## config.mk

```make
export PLATFORM = sky130hd
export DESIGN_NAME = pwm_timing_calculator
export DESIGN_NICKNAME = d
export VERILOG_FILES = /design/src/hdl/pwm_tc_pkg.sv /design/src/hdl/pwm_tc_div.sv /design/src/hdl/pwm_timing_calculator.sv
export SDC_FILE = /design/constraint.sdc
export NUM_CORES = 1
export LEC_CHECK = 0
export BUFFER_PORTS_ARGS = -buffer_cell sky130_fd_sc_hd__buf_4
export CAP_MARGIN = 10
export CORE_MARGIN = 8
export CORE_UTILIZATION = 25
export DETAILED_ROUTE_END_ITERATION = 16
export SLEW_MARGIN = 30
export SYNTH_ARGS = -nofsm -noshare
export SYNTH_HDL_FRONTEND = slang
export SYNTH_SLANG_ARGS = --single-unit
```

## constraint.sdc

```tcl
create_clock -name aclk -period 6.6 [get_ports aclk]
set_clock_uncertainty 0.05 [all_clocks]
set_input_delay 0.33 -clock aclk [delete_from_list [all_inputs] [get_ports aclk]]
set_output_delay 0.33 -clock aclk [all_outputs]
set_load 0.005 [all_outputs]
```

## src/hdl/pwm_tc_pkg.sv

```systemverilog
// Shared types, command codes and constants for the PWM timing calculator.
`timescale 1ns / 1ps

package pwm_tc_pkg;

    localparam int FREQ_W = 27;
    localparam int NUM_W = FREQ_W + 1;
    localparam int CNT_W = $clog2(NUM_W);
    localparam int VAL_W = 16;
    localparam int DIVR_W = VAL_W + 1;

    localparam int COUNTER_RANGE = 65536;
    localparam int CNT_SHIFT = $clog2(COUNTER_RANGE);

    // The divider saturates at 65536, so the prescaler tops out at all ones.
    localparam logic [NUM_W-1:0] PSC_MAX = NUM_W'(65535);
    localparam logic [NUM_W-1:0] PER_LIMIT = NUM_W'(65536);

    localparam logic [1:0] CMD_INIT = 2'd0;
    localparam logic [1:0] CMD_SET = 2'd1;
    localparam logic [1:0] CMD_FAULT = 2'd2;

    localparam logic CFG_CLOCK_HZ = 1'b0;
    localparam logic CFG_FAULT_FREQ = 1'b1;

    localparam logic [FREQ_W-1:0] CLOCK_HZ_RESET = FREQ_W'(24000000);
    localparam logic [FREQ_W-1:0] FAULT_FREQ_RESET = FREQ_W'(5700);

    typedef struct packed {
        logic [1:0]        cmd;
        logic [FREQ_W-1:0] frequency;
    } in_item_t;

    typedef struct packed {
        logic [VAL_W-1:0] prescaler_value;
        logic [VAL_W-1:0] period_value;
        logic [VAL_W-1:0] compare_value;
        logic             applied;
        logic             error_flag;
    } out_item_t;

endpackage

```

## src/hdl/pwm_tc_div.sv

```systemverilog
// Bit-serial restoring divider: one quotient bit per cycle.
`timescale 1ns / 1ps

module pwm_tc_div
    import pwm_tc_pkg::*;
(
    input  logic              aclk,
    input  logic              aresetn,
    input  logic              start,
    input  logic [NUM_W-1:0]  numer,
    input  logic [FREQ_W-1:0] denom,
    output logic              busy,
    output logic              done,
    output logic [NUM_W-1:0]  quot
);

    localparam logic [CNT_W-1:0] LAST_STEP = CNT_W'(NUM_W - 1);

    logic              busy_reg, busy_next;
    logic              done_reg, done_next;
    logic [CNT_W-1:0]  cnt_reg, cnt_next;
    logic [FREQ_W-1:0] rem_reg, rem_next;
    logic [NUM_W-1:0]  quo_reg, quo_next;
    logic [FREQ_W-1:0] den_reg, den_next;

    logic [NUM_W-1:0]  trial;
    logic [NUM_W-1:0]  diff;
    logic              fits;

    // The numerator shifts out of the top of quo_reg while quotient bits enter below.
    assign trial = {rem_reg, quo_reg[NUM_W-1]};
    assign diff = trial - {1'b0, den_reg};
    assign fits = (trial >= {1'b0, den_reg});

    always_comb begin
        busy_next = busy_reg;
        done_next = 1'b0;
        cnt_next = cnt_reg;
        rem_next = rem_reg;
        quo_next = quo_reg;
        den_next = den_reg;
        if (start) begin
            busy_next = 1'b1;
            cnt_next = '0;
            rem_next = '0;
            quo_next = numer;
            den_next = denom;
        end else if (busy_reg) begin
            rem_next = fits ? diff[FREQ_W-1:0] : trial[FREQ_W-1:0];
            quo_next = {quo_reg[NUM_W-2:0], fits};
            cnt_next = cnt_reg + CNT_W'(1);
            if (cnt_reg == LAST_STEP) begin
                busy_next = 1'b0;
                done_next = 1'b1;
            end
        end
    end

    always_ff @(posedge aclk) begin
        if (!aresetn) begin
            busy_reg <= 1'b0;
            done_reg <= 1'b0;
            cnt_reg <= '0;
        end else begin
            busy_reg <= busy_next;
            done_reg <= done_next;
            cnt_reg <= cnt_next;
        end
        rem_reg <= rem_next;
        quo_reg <= quo_next;
        den_reg <= den_next;
    end

    assign busy = busy_reg;
    assign done = done_reg;
    assign quot = quo_reg;

endmodule

```

## src/hdl/pwm_timing_calculator.sv

```systemverilog
// Top level: command decode, division sequencer, timing state and result register.
// An item that computes new timing runs three serial 28-bit divisions on one shared
// divider; the next item is accepted only once its result has been committed.
// An item that computes nothing (equal request, fault before start, unused command, error)
// skips the divider and goes straight to the done state; a stalled result holds it there.
// aresetn is synchronous, active low: timing, frequency and started clear, and the
// registers return to 24 MHz clock and 5700 Hz fault frequency.
`timescale 1ns / 1ps

module pwm_timing_calculator
    import pwm_tc_pkg::*;
(
    input  logic              aclk,
    input  logic              aresetn,
    input  logic              s_valid,
    output logic              s_ready,
    input  in_item_t          s_data,
    output logic              m_valid,
    input  logic              m_ready,
    output out_item_t         m_data,
    input  logic              cfg_valid,
    output logic              cfg_ready,
    input  logic              cfg_index,
    input  logic [FREQ_W-1:0] cfg_data
);

    localparam logic [2:0] ST_IDLE = 3'd0;
    localparam logic [2:0] ST_D1 = 3'd1;
    localparam logic [2:0] ST_D2 = 3'd2;
    localparam logic [2:0] ST_D3 = 3'd3;
    localparam logic [2:0] ST_DONE = 3'd4;

    logic [2:0]        state_reg, state_next;
    logic [FREQ_W-1:0] clock_hz_reg, fault_freq_reg;
    logic [FREQ_W-1:0] cur_freq_reg;
    logic              started_reg;
    logic [VAL_W-1:0]  cur_psc_reg, cur_per_reg, cur_cmp_reg;
    logic [FREQ_W-1:0] freq_reg, freq_next;
    logic              mark_reg, mark_next;
    logic              apply_reg, apply_next;
    logic              err_reg, err_next;
    logic [VAL_W-1:0]  psc_reg, psc_next;
    logic [VAL_W-1:0]  per_reg, per_next;
    logic [VAL_W-1:0]  cmp_reg, cmp_next;
    logic              m_valid_reg;
    out_item_t         m_data_reg;

    logic              div_start;
    logic [NUM_W-1:0]  div_numer;
    logic [FREQ_W-1:0] div_denom;
    logic              div_busy;
    logic              div_done;
    logic [NUM_W-1:0]  div_quot;

    logic              accept;
    logic              out_free;
    logic              commit;
    logic [FREQ_W-1:0] freq_eff;
    logic              do_compute;
    logic              bad_freq;
    logic [NUM_W-1:0]  counts_m1;
    logic [NUM_W-1:0]  div_hi;
    logic [VAL_W-1:0]  psc_calc;
    logic [DIVR_W-1:0] divider_calc;
    logic [NUM_W-1:0]  q_m1;
    logic [VAL_W-1:0]  per_calc;
    logic [DIVR_W-1:0] per_plus1;
    logic [VAL_W-1:0]  cmp_calc;

    function automatic logic [VAL_W-1:0] cmp_of(input logic [VAL_W-1:0] per);
        logic [DIVR_W-1:0] sum;
        sum = {1'b0, per} + DIVR_W'(1);
        return sum[DIVR_W-1:1];
    endfunction

    pwm_tc_div u_div (
        .aclk    (aclk),
        .aresetn (aresetn),
        .start   (div_start),
        .numer   (div_numer),
        .denom   (div_denom),
        .busy    (div_busy),
        .done    (div_done),
        .quot    (div_quot)
    );

    assign s_ready = (state_reg == ST_IDLE);
    assign accept = s_valid && s_ready;
    assign out_free = !m_valid_reg || m_ready;
    assign commit = (state_reg == ST_DONE) && out_free;
    assign cfg_ready = 1'b1;

    // Fault replaces the requested frequency with the configured one.
    assign freq_eff = (s_data.cmd == CMD_FAULT) ? fault_freq_reg : s_data.frequency;
    assign bad_freq = (freq_eff == '0) || (freq_eff > clock_hz_reg);

    always_comb begin
        unique case (s_data.cmd)
            CMD_INIT:  do_compute = 1'b1;
            CMD_SET:   do_compute = (s_data.frequency != cur_freq_reg);
            CMD_FAULT: do_compute = started_reg && (fault_freq_reg != cur_freq_reg);
            default:   do_compute = 1'b0;
        endcase
    end

    // Prescaler from the rounded count: divider = (counts - 1) / range + 1, saturated.
    assign counts_m1 = div_quot - NUM_W'(1);
    assign div_hi = counts_m1 >> CNT_SHIFT;
    assign psc_calc = (div_hi > PSC_MAX) ? VAL_W'(PSC_MAX) : div_hi[VAL_W-1:0];
    assign divider_calc = {1'b0, psc_calc} + DIVR_W'(1);

    // Period from the second rounded quotient, saturated to the counter width.
    assign q_m1 = div_quot - NUM_W'(1);
    always_comb begin
        priority if (div_quot == '0) begin
            per_calc = '0;
        end else if (div_quot > PER_LIMIT) begin
            per_calc = VAL_W'(PSC_MAX);
        end else begin
            per_calc = q_m1[VAL_W-1:0];
        end
    end
    assign per_plus1 = {1'b0, per_calc} + DIVR_W'(1);
    assign cmp_calc = per_plus1[DIVR_W-1:1];

    always_comb begin
        state_next = state_reg;
        freq_next = freq_reg;
        mark_next = mark_reg;
        apply_next = apply_reg;
        err_next = err_reg;
        psc_next = psc_reg;
        per_next = per_reg;
        cmp_next = cmp_reg;
        div_start = 1'b0;
        div_numer = '0;
        div_denom = '0;
        unique case (state_reg)
            ST_IDLE: begin
                if (accept) begin
                    freq_next = freq_eff;
                    mark_next = (s_data.cmd == CMD_INIT);
                    apply_next = 1'b0;
                    err_next = do_compute && bad_freq;
                    if (do_compute && !bad_freq) begin
                        // Rounded count of timer clocks per PWM cycle.
                        div_start = 1'b1;
                        div_numer = {1'b0, clock_hz_reg} + {2'b0, freq_eff[FREQ_W-1:1]};
                        div_denom = freq_eff;
                        state_next = ST_D1;
                    end else begin
                        state_next = ST_DONE;
                    end
                end
            end
            ST_D1: begin
                if (div_done) begin
                    psc_next = psc_calc;
                    div_start = 1'b1;
                    div_numer = {1'b0, clock_hz_reg};
                    div_denom = FREQ_W'(divider_calc);
                    state_next = ST_D2;
                end
            end
            ST_D2: begin
                if (div_done) begin
                    // Prescaled clock, rounded to the nearest count of the request.
                    div_start = 1'b1;
                    div_numer = div_quot + {2'b0, freq_reg[FREQ_W-1:1]};
                    div_denom = freq_reg;
                    state_next = ST_D3;
                end
            end
            ST_D3: begin
                if (div_done) begin
                    per_next = per_calc;
                    cmp_next = cmp_calc;
                    apply_next = 1'b1;
                    state_next = ST_DONE;
                end
            end
            ST_DONE: begin
                if (out_free) begin
                    state_next = ST_IDLE;
                end
            end
            default: begin
                state_next = ST_IDLE;
            end
        endcase
    end

    always_ff @(posedge aclk) begin
        if (!aresetn) begin
            state_reg <= ST_IDLE;
            clock_hz_reg <= CLOCK_HZ_RESET;
            fault_freq_reg <= FAULT_FREQ_RESET;
            cur_freq_reg <= '0;
            started_reg <= 1'b0;
            cur_psc_reg <= '0;
            cur_per_reg <= '0;
            cur_cmp_reg <= '0;
            m_valid_reg <= 1'b0;
        end else begin
            state_reg <= state_next;
            if (cfg_valid && cfg_ready) begin
                unique case (cfg_index)
                    CFG_CLOCK_HZ:   clock_hz_reg <= cfg_data;
                    CFG_FAULT_FREQ: fault_freq_reg <= cfg_data;
                    default:        clock_hz_reg <= clock_hz_reg;
                endcase
            end
            if (commit && apply_reg) begin
                cur_freq_reg <= freq_reg;
                cur_psc_reg <= psc_reg;
                cur_per_reg <= per_reg;
                cur_cmp_reg <= cmp_reg;
                if (mark_reg) begin
                    started_reg <= 1'b1;
                end
            end
            if (commit) begin
                m_valid_reg <= 1'b1;
            end else if (m_ready) begin
                m_valid_reg <= 1'b0;
            end
        end
        freq_reg <= freq_next;
        mark_reg <= mark_next;
        apply_reg <= apply_next;
        err_reg <= err_next;
        psc_reg <= psc_next;
        per_reg <= per_next;
        cmp_reg <= cmp_next;
        if (commit) begin
            m_data_reg.prescaler_value <= apply_reg ? psc_reg : cur_psc_reg;
            m_data_reg.period_value <= apply_reg ? per_reg : cur_per_reg;
            m_data_reg.compare_value <= apply_reg ? cmp_reg : cur_cmp_reg;
            m_data_reg.applied <= apply_reg;
            m_data_reg.error_flag <= err_reg;
        end
    end

    assign m_valid = m_valid_reg;
    assign m_data = m_data_reg;

    // A result never reports both new timing and an error.
    assert property (@(posedge aclk) disable iff (!aresetn)
        m_valid |-> !(m_data.applied && m_data.error_flag))
        else $error("result carries both applied and error");

    // Applied timing always has the half-duty compare of its period.
    assert property (@(posedge aclk) disable iff (!aresetn)
        (m_valid && m_data.applied) |->
            (m_data.compare_value == cmp_of(m_data.period_value)))
        else $error("compare value does not match period");

    // The divider only runs while a division state waits for it.
    assert property (@(posedge aclk) disable iff (!aresetn)
        div_busy |-> (state_reg == ST_D1 || state_reg == ST_D2 || state_reg == ST_D3))
        else $error("divider busy outside a division state");

    // An accepted item closes the input until its result is committed.
    assert property (@(posedge aclk) disable iff (!aresetn)
        accept |=> !s_ready)
        else $error("input accepted twice without a result");

endmodule

```

Yosys cells after proc, flatten, opt, wreduce, memory -nomap -nowiden
Index checks and enable logic that the tools add are counted.
{"block": "totals", "ff_bits": 351, "input_bits": 62}
{"block": "classes", "add_sub_neg": 7, "magnitude_cmp": 4, "n_eq_ne": 14, "n_mux": 41, "bitwise_logic": 3, "reduce_logical": 28}
{"cell": "$mux 27", "n": 6}
{"cell": "$mux 28", "n": 5}
{"cell": "$mux 16", "n": 6}
{"cell": "$pmux 28 s3", "n": 1}
{"cell": "$pmux 27 s3", "n": 1}
{"cell": "$ne 27x27->1", "n": 2}
{"cell": "$add 16x1->17 const B", "n": 2}
{"cell": "$add 27x26->28", "n": 1}
{"cell": "$add 28x26->28", "n": 1}
{"cell": "$ge 28x27->1", "n": 1}
{"cell": "$gt 28x17->1 const B", "n": 1}
{"cell": "$logic_not 28->1", "n": 1}
{"cell": "$sub 28x1->28 const B", "n": 1}
{"cell": "$gt 27x27->1", "n": 1}
{"cell": "$logic_not 27->1", "n": 1}
{"cell": "$sub 27x27->27", "n": 1}
{"cell": "$mux 3", "n": 6}
{"cell": "$mux 17", "n": 1}
{"cell": "$gt 12x16->1 const B", "n": 1}
{"cell": "$pmux 3 s5", "n": 1}
{"cell": "$reduce_and 2->1", "n": 6}
{"cell": "$mux 1", "n": 11}
{"cell": "$ne 2x1->1 const B", "n": 4}
{"cell": "$eq 3x2->1 const B", "n": 2}
{"cell": "other kinds (20)", "n": 33}

Depth between registers and ports, before layout
Gate-level depths: netlist of the first run.
{"block": "depth", "depth_word": 10, "depth_mapped": 16, "depth_no_buf": 13}

Hierarchy
A second synthesis of the first run with hierarchy kept.
{"block": "unflattened", "cells_unflattened": 2259, "area_unflattened_um2": 20706.1}
{"mod": "pwm_timing_calculator", "instances": 1, "cells_each": 1777, "area_each_um2": 15738.8}
{"mod": "pwm_tc_div", "instances": 1, "cells_each": 482, "area_each_um2": 4967.3}

Worst setup path after synthesis of the first run
No wires, ideal clock.
{"block": "synth_timing", "path_type": "input port to flip-flop", "startpoint": "in s_data[27] in the netlist's numbering", "endpoint": "reg u_div.quo_reg[14], in the netlist u_div.quot[14], data pin", "arrival_ns": 4.689, "path_slack_ns": 1.550, "stages": 16, "n_path_buf": 4, "path_cell_list": "nand2b_1 > clkbuf_1 > buf_1 > mux2_2 > ha_1 > nand4_1 > or2_2 > nor3_1 > and2_1 > o221ai_1 > nor3_1 > nor3_1 > inv_1 > clkbuf_1 > buf_1 > a21oi_1"}
{"block": "synth_via", "elab_chain_len": 10}
{"item": "from (decl)", "line_no": "pwm_timing_calculator.sv:17", "source": "input in_item_t s_data,"}
{"item": "$eq 2x2->1 *", "line_no": "pwm_timing_calculator.sv:94", "source": "assign freq_eff = (s_data.cmd == CMD_FAULT) ? fault_freq_reg : s_data.frequency;"}
{"item": "$mux 27 *", "line_no": "pwm_timing_calculator.sv:94"}
{"item": "via freq_eff[26]", "line_no": "pwm_timing_calculator.sv:58", "source": "logic [FREQ_W-1:0] freq_eff;"}
{"item": "$gt 27x27->1 / $logic_not 27->1 (equally long branches)", "line_no": "pwm_timing_calculator.sv:95", "source": "assign bad_freq = (freq_eff == '0) || (freq_eff > clock_hz_reg);"}
{"item": "$logic_or 1x1->1 *", "line_no": "pwm_timing_calculator.sv:95"}
{"item": "$logic_not 1->1 *", "line_no": "pwm_timing_calculator.sv:145", "source": "if (do_compute && !bad_freq) begin"}
{"item": "$logic_and 1x1->1 *", "line_no": "pwm_timing_calculator.sv:145"}
{"item": "$mux 1 *", "line_no": "pwm_timing_calculator.sv:145"}
{"item": "$mux 1 *", "line_no": "pwm_timing_calculator.sv:140", "source": "if (accept) begin"}
{"item": "$pmux 1 s2 *", "line_no": "pwm_timing_calculator.sv:138", "source": "unique case (state_reg)"}
{"item": "via div_start", "line_no": "pwm_timing_calculator.sv:48", "source": "logic div_start;"}
{"item": "$mux 28 *", "line_no": "pwm_tc_div.sv:42", "source": "if (start) begin"}
{"item": "via u_div.quo_next[14]", "line_no": "pwm_tc_div.sv:23", "source": "logic [NUM_W-1:0] quo_reg, quo_next;"}
{"item": "to (signal assigned)", "line_no": "pwm_tc_div.sv:70", "source": "quo_reg <= quo_next;"}
{"item": "to (decl)", "line_no": "pwm_tc_div.sv:23"}
The timed path passes the listed nets; every way through them passes the cells marked *.
A chain may end at the register's enable or synchronous reset.

Final worst setup path of the first run
{"block": "layout_timing", "startpoint": "in s_data[27] in the netlist's numbering", "endpoint": "reg u_div.quo_reg[0], in the netlist u_div.quot[0], data pin"}
{"block": "layout_via", "elab_chain_len": 10}
{"item": "$eq 2x2->1 *", "line_no": "pwm_timing_calculator.sv:94"}
{"item": "$mux 27 *", "line_no": "pwm_timing_calculator.sv:94"}
{"item": "via freq_eff[26]", "line_no": "pwm_timing_calculator.sv:58"}
{"item": "$gt 27x27->1 / $logic_not 27->1 (equally long branches)", "line_no": "pwm_timing_calculator.sv:95"}
{"item": "$logic_or 1x1->1 *", "line_no": "pwm_timing_calculator.sv:95"}
{"item": "$logic_not 1->1 *", "line_no": "pwm_timing_calculator.sv:145"}
{"item": "$logic_and 1x1->1 *", "line_no": "pwm_timing_calculator.sv:145"}
{"item": "$mux 28 / $mux 1 (equally long branches)", "line_no": "pwm_timing_calculator.sv:145"}
{"item": "$mux 28 / $mux 1 (equally long branches)", "line_no": "pwm_timing_calculator.sv:140"}
{"item": "$pmux 28 s3 / $pmux 1 s2 (equally long branches)", "line_no": "pwm_timing_calculator.sv:138"}
{"item": "$mux 28 *", "line_no": "pwm_tc_div.sv:42"}
{"item": "via u_div.quo_next[0]", "line_no": "pwm_tc_div.sv:23"}
Marked as above.

==> metrics.md, run 1 <==
| Metric | Value |
|---|---|
| Outcome | complete, no violations |
| Area growth from synthesis to layout | 17.3% |
| Cell taking the most area after synthesis | edfxtp_1 |
| Clk slew on worst S/H paths | 0.06 ns |
| Post-synthesis register bit count | 339 |
| Global route hottest layer | met2 |
| Grt met2 use | 0.213 |
| Nets | 2456 |
| Synth Instances | 2190 |
| First-pass GRT wire length | between 90 and 100 mm |
| Ys async rst share | 0 |
| Die ar. | ~90000 µm² |
| Pins Over Slew Limit | 0 |
| Avg Cell Area, Syn | 9.29 µm² |
| Largest net degree at the start of global routing | a little under 100 |
| Max-cap violations | 0 |
| Port buffer count | 109 |
| Rows | 104 |
| Synth area leaders | edfxtp_1 (26%), dfxtp_1 (16%), ha_1 (6.8%), nand2_1 (6.1%), a21boi_0 (4.3%) |
| Switching Fraction | 0.324 |
| Setup violations, final | 0 |
| Routing usage on met3 | 0.0230 |
| Sink Count | 339 |
| Hold path startpoint | s_data[13] |
| First DRT Iteration DRCs | 1358 |
| Grt ovf | 0 |
| Period utilisation layout | 0.776 |
| DR DRC count | 0 |
| GRT Total Usage | 0.134 |
| Min-delay worst type | in -> reg |
| CP Launch Type | input port |
| Synth top area share | 0.258 |
| Cell area after synthesis | 20400 µm² |
| Pwr Total | a little under 7 mW |
| Fin. Hold Viols | 0 |
| Post-cts resize count | 0 |
| Worst EP required | ~6.8 ns |
| Int Pwr | 4.57 mW |
| Starting Density | 0.253 |
| Clk buf depth | 3 |
| Top FF cell, synth | edfxtp_1 |
| HPWL after detailed placement | roughly 48 mm |
| Fin crit period | 5.12 ns |
| Final WL | 62.9 mm |
| Register share of total power | 0.389 |
| Clock Power Share | 0.332 |
| Combinational share of power | 0.279 |
| # H-tree levels | 2 |
| Worst vdd ir | around 150 µV |
| Seq/Total Area, Yosys | 0.419 |
| Vias/cell | a little under 5 |
| Vias in the first global route | 16100 |
| Fmax | roughly 200 MHz |
| # diodes | 0 |
| CTS Buf Count | 40 |
| Io pins | around 120 |
| Kind of critical path | in -> reg |
| GP Congestion | 0.939 |
| Antenna Violating Nets Remaining | 0 |
| Crit path DAT | 5.35 ns |
| Clk_lat worst skew | between 0.5 and 0.6 ns |
| Critical R2R Launch | u_div.quot[27]$_DFFE_PP_ |
| M1 GR Usage | 0.187 |
| Worst-Margin Slew | 0.930 ns |
| DR pass1 iterations | 6 |
| Max FFs per register | 46 |
| Fillers | 8365 |
| Vias | about 17000 |
| Leak | 8.92 nW |
| Worst setup path startpoint | s_data[27] |
| Fraction of layout cells with a size suffix above 1 | 0.129 |
| RSZ-0062 raised after global routing | false |
| Initial antenna violation count | 1 |
| Sw Pwr | about 2.2 mW |
| Max-slew headroom | 0.364 |
| Max FO, Critical Path | 21 |
| CTS root buf | clkbuf_16 |
| Core Box Area | just over 80000 µm² |
| WL per Instance | 18.7 µm |
| Die Ht | approximately 300 µm |
| Setup TNS | 0 ns |
| Synth cell types | 79 |
| Chip width | ~300 µm |
| Setup crit end kind | register |
| P per Cell Area | approximately 280 nW/µm² |
| CTS tree | built |
| Yosys warns | 0 |
| EDFF count, synth | 175 |
==> layer usage <==
metal / up-vias / share of wire
met4: 0 / 0.022
li1: 8117 / -
met2: 485 / 0.45
met1: 7928 / 0.46
met5: - / 0
met3: 73 / 0.064
==> Yosys cell counts, types with 8 or more instances <==
cell / count
mux2i_1: 13
edfxtp_1: 175
o21bai_1: 16
or3_1: 14
dfxtp_1: 164
clkbuf_1: 101
and3_1: 12
o21ai_0: 71
ha_1: 111
a211oi_1: 23
a31oi_1: 15
mux2_2: 72
a21oi_1: 140
a21o_1: 42
nor2b_1: 17
a221oi_1: 9
nand2b_1: 15
a221o_1: 8
or2_2: 8
nor4_1: 25
o211ai_1: 30
nand3_1: 37
nor3_1: 39
inv_1: 86
a21boi_0: 117
nor2_1: 139
a222oi_1: 9
xor2_1: 62
nand4_1: 31
o21a_1: 13
a22o_1: 17
nand2_1: 331
xnor2_1: 99
==> worst max-delay path, stage by stage <==
cell	delay (ns)
dlygate4sd3_1	0.52
buf_4	0.12
nand2b_1	0.63
buf_4	0.39
mux2_2	0.42
ha_1	0.33
nand4_1	0.13
or2_2	0.35
nor3_1	0.25
and2_1	0.16
o221ai_1	0.24
nor3_2	0.31
nor3_2	0.07
buf_4	0.23
inv_2	0.39
buf_4	0.34
o21ai_0	0.11
==> worst paths after layout <==
kind	to	slack, ns	cells after the start
setup / recovery	u_div.quot[0]$_DFFE_PP_	1.48	17
hold / removal	freq_reg[13]$_DFFE_PP_	0.14	2
setup reg to reg	u_div.rem_reg[25]$_SDFFE_PP0P_	1.97	13
hold reg to reg	cur_psc_reg[8]$_SDFFE_PN0P_	0.41	2
==> cells in the final DEF, fill, tap and decap left out, drive strengths merged, types with 16 or more instances in the layout <==
cell	n
nand2	331
edfxtp	175
dfxtp	164
a21oi	140
nor2	139
buf	132
a21boi	117
ha	111
xnor2	99
inv	88
o21ai	75
mux2	72
xor2	62
clkbuf	62
a21o	42
nor3	40
nand3	38
nand4	31
o211ai	30
dlygate4sd3	29
nor4	29
a211oi	23
a22o	17
nor2b	17
o21bai	16
==> layout make-up <==
| class | instances | area [µm²] | area share |
|---|---|---|---|
| clock inverter | 10 | 141 | 0.00592 |
| timing repair buffer | 161 | 1290 | 0.0542 |
| clock buffer | 62 | 1190 | 0.0497 |
| inverter | 86 | 323 | 0.0135 |
| sequential | 339 | 8540 | 0.358 |
| multi-input combinational | 1652 | 11100 | 0.464 |
| tap | 1060 | 1330 | 0.0555 |
==> power by group through the flow <==
| stage | clock, mW | combinational [mW] | sequential, mW |
|---|---|---|---|
| 6_report | 2.24 | 1.89 | 2.62 |
| 3_5_place_dp | 0 | 1.85 | 2.66 |
| 2_1_floorplan | 0 | 1.41 | 2.57 |
| 3_3_place_gp | 0 | 1.85 | 2.66 |
| 4_1_cts | 2.30 | 1.88 | 2.62 |
| 5_1_grt | 2.39 | 2.11 | 2.64 |
==> logic make-up (layout without fill, tap and decap cells) <==
group                      after synthesis  in the layout  synth area share
adders and majority gates              115            115            0.0717
muxes                                   85             85            0.0462
and+or+nand+nor                        705            705             0.160
xor gates and xnor gates               161            161            0.0693
buffers and inverters                  202            319            0.0388
AOI/OAI and AO/OA                      581            581             0.194
other                                    2              5          0.000369
DFF                                    339            339             0.419
==> metrics by stage <==
step	instance area, µm²	hold WS [ns]	util	setup slack [ns]	instances
2_1_floorplan	20400	0.350	-	1.55	2193
3_3_place_gp	22300	0.398	0.276	1.55	3269
3_5_place_dp	22300	0.404	0.276	1.50	3269
4_1_cts	23900	0.108	0.296	1.54	3370
5_1_grt	23900	0.129	0.296	1.21	3370
6_report	23900	0.139	0.296	1.48	3370
==> repair_timing <==
action,in CTS,in global routing
hold buffers,29,0
setup buffers,0,0
endpoints found under the hold margin,55,0
Power figures use the tool's default switching activity.
==> inputs of run 2 (changes only) <==
==> constraint.sdc (replaced) <==
create_clock -name aclk -period 4.82 [get_ports aclk]
set_clock_uncertainty 0.05 [all_clocks]
set_input_delay 0.241 -clock aclk [delete_from_list [all_inputs] [get_ports aclk]]
set_output_delay 0.241 -clock aclk [all_outputs]
set_load 0.005 [all_outputs]
==> run 2 against run 1 <==
Against the previous run:
- die area unchanged
- core utilization rose by 0.22 points
- worst setup slack got worse by 1.0 ns
- critical path depth shrank 1
- via count increased by 1.6%
- global-route usage is 0.15 points higher
- sequential cell count is the same
- non-clock buffer count increased by 18
- clock-buffer cell count fell by 10
- sequential share of layout area is 0.27 points lower
- wire length up 1.8%
- sequential power grew 36%
- largest cell class unchanged
==> metrics.md, run 2 (synthesis gave the netlist of run 1 again) <==
| Metric | Value |
|---|---|
| Vias in the first global route | 16100 (+0.31%) |
| Max-slew headroom | 0.409 (+0.0448) |
| Starting Density | 0.253 (unchanged) |
| Max FO, Critical Path | 33 (+57%) |
| Cell repeated most along the worst path | buf_4 |
| Setup crit end kind | register |
| Sink Count | 339 (unchanged) |
| P per Cell Area | 391 nW/µm² (+38%) |
| Most common cell after layout, fill and taps aside | nand2_1 |
| Area growth from synthesis to layout | 18.2% |
| Setup TNS | 0 ns (unchanged) |
| Initial antenna violation count | 1 (unchanged) |
| Kind of critical path | in -> reg |
| GRT Total Usage | 0.135 (+0.00149) |
| Grt ovf | 0 (unchanged) |
| Io pins | 115 (unchanged) |
| Chip width | 301 µm (unchanged) |
| Fraction of layout cells with a size suffix above 1 | 0.138 (+0.00857) |
| Final cell count without fillers | 3387 (+0.50%) |
| First-pass GRT wire length | 97.6 mm (+1.1%) |
| Reg2reg setup slack | 0.54 ns (-1.43 ns) |
| Port buffer count | 109 (unchanged) |
| Worst Path Buf+Inv | 6 (unchanged) |
| Rows | 104 (unchanged) |
| DR DRC count | 0 (unchanged) |
| Setup WS post-layout | 0.451 ns (-1.02 ns) |
| Final WL | 64.0 mm (+1.8%) |
| CTS Buf Count | 38 (-5.0%) |
| Largest net degree at the start of global routing | 90 (-8.2%) |
| GP Congestion | 0.973 (+3.6%) |
| Fin. Hold Viols | 0 (unchanged) |
| Period utilisation layout | 0.906 |
| Clk slew on worst S/H paths | 0.06 ns (about the same) |
| Die Ht | 301 µm (unchanged) |
| Pins Over Slew Limit | 0 (unchanged) |
| Register Area | 8540 µm² (unchanged) |
| Die ar. | 90800 µm² (unchanged) |
| Antenna Violating Nets Remaining | 0 (unchanged) |
| Worst vdd ir | 245 µV (+61%) |
| CTS root buf | clkbuf_16 |
| Number of placed instances, taps included | 3287 (+0.55%) |
| Family with the most delay on the worst path | buffers and inverters |
| CP Launch Type | input port |
| Commonest non-fill, non-tap cells in the layout | nand2_1 (329), edfxtp_1 (175), dfxtp_1 (164), buf_4 (148), a21oi_1 (140) |
| Slowest-stage cell, CP | a2111oi_0 |
| DR pass1 iterations | 6 (unchanged) |
| Outcome | complete, no violations |
| Worst-Margin Slew | 0.887 ns (-0.0432 ns) |
| Setup violations, final | 0 (unchanged) |
| Post-CTS Repair Setup Buffers | 0 (unchanged) |
| Multi-input combinational cell area | 11100 µm² (about the same) |
| Clk buf depth | 3 (unchanged) |
| CTS tree | built |
| Worst path cell trace | dlygate4sd3_1, buf_4, nand2b_1, buf_12, mux2_2, ha_1, a21o_1, a21o_1, a2111oi_0, o221ai_1, buf_4, nor3_2, nor3_2, buf_4, nand2_1, buf_4 |
| Vias | 16900 (+1.6%) |
| Leak | 9.02 nW (+1.1%) |
| Max-cap violations | 0 (unchanged) |
| HPWL after detailed placement | 48.3 mm (+1.6%) |
| Fmax | 229 MHz |
| RSZ-0062 raised after global routing | false |
| Vias/cell | 4.98 (+1.1%) |
| Max incr delay on CP | 0.73 ns (+0.10 ns) |
| Util after Layout | 0.299 (+0.00222) |
| Fillers | 8360 (-0.060%) |
| Min-delay worst type | in -> reg |
| Clk_lat worst skew | 0.58 ns (about the same) |
| WL per Instance | 18.9 µm (+1.3%) |
| Core Box Area | 80500 µm² (unchanged) |
| Hold WS | 0.0505 ns (-0.0886 ns) |
| # H-tree levels | 2 (unchanged) |
| Worst EP required | 4.98 ns (-1.85 ns) |
| Fin crit period | 4.37 ns |
| Place WS | 0.467 ns (-1.04 ns) |
| Crit path DAT | 4.53 ns (-0.82 ns) |
| Max FFs per register | 46 (unchanged) |
| First DRT Iteration DRCs | 1489 (+9.6%) |
| Nets | 2472 (+0.65%) |
==> run 2: cell count changes in the layout (fill, tap and decap cells not counted) <==
cell,change
clkinv_2,+2
clkinv_8,-1
buf_4,+17
and2_2,-1
buf_12,+1
clkbuf_8,-2
inv_4,-1
and2_4,+1
bufinv_16,+3
inv_16,+1
clkinvlp_4,+4
diode_2,+1
clkbuf_16,-2
clkbuf_1,-6
==> run 2: final timing paths <==
kind	start	to	cells after the start
worst max-delay path	s_data[27]	u_div.quot[1]$_DFFE_PP_	16
worst min-delay path	s_data[24]	freq_reg[24]$_DFFE_PP_	2
worst max register to register	u_div.quot[22]$_DFFE_PP_	cmp_reg[13]$_DFFE_PP_	11
worst min register to register	cur_psc_reg[10]$_SDFFE_PN0P_	cur_psc_reg[10]$_SDFFE_PN0P_	2
==> run 2: report_power, final <==
group	internal [mW]	total [mW]	switching, mW
Combinational	1.11	2.67	1.55
Clock	1.92	3.16	1.24
Sequential	3.32	3.57	0.250
==> run 2: through the flow <==
step                power [mW]  cell area [µm²]
floorplan                 5.46            20400
global placement          6.24            22400
detailed placement        6.24            22400
CTS                       9.45            24000
global route              9.87            24100
finish                    9.39            24100
==> run 2: metal layers <==
metal  share of wire  up-vias  GRT usage
li1                -     8148          -
met1            0.46     8003      0.189
met2            0.44      622      0.211
met3           0.072       99     0.0235
met4           0.031        0     0.0420
met5               0        -          0
==> run 2: worst register-to-register path, stage by stage (launching register included) <==
cell and delay, ns:
edfxtp_1 0.52, or4_1 0.55, or3_1 0.40, nor4_1 0.58, nand2_1 0.26, a21oi_1 0.45
o21ai_0 0.26, ha_1 0.37, o2111ai_1 0.18, or2_2 0.19, nor2_1 0.06, xor2_1 0.14
==> run 2: what timing repair did <==
action,in CTS,in global routing
resized for setup,0,0
hold endpoints to repair,55,0
hold buffers,29,0
==> run 2: area by class of cell <==
class	instances	area share
diodes	1	0.000104
clock inverters	18	0.0112
well taps	1060	0.0551
flip-flops and latches	339	0.355
inverters	86	0.0134
clock buffers	52	0.0451
repair buffers	179	0.0599
multi-input cells	1652	0.460
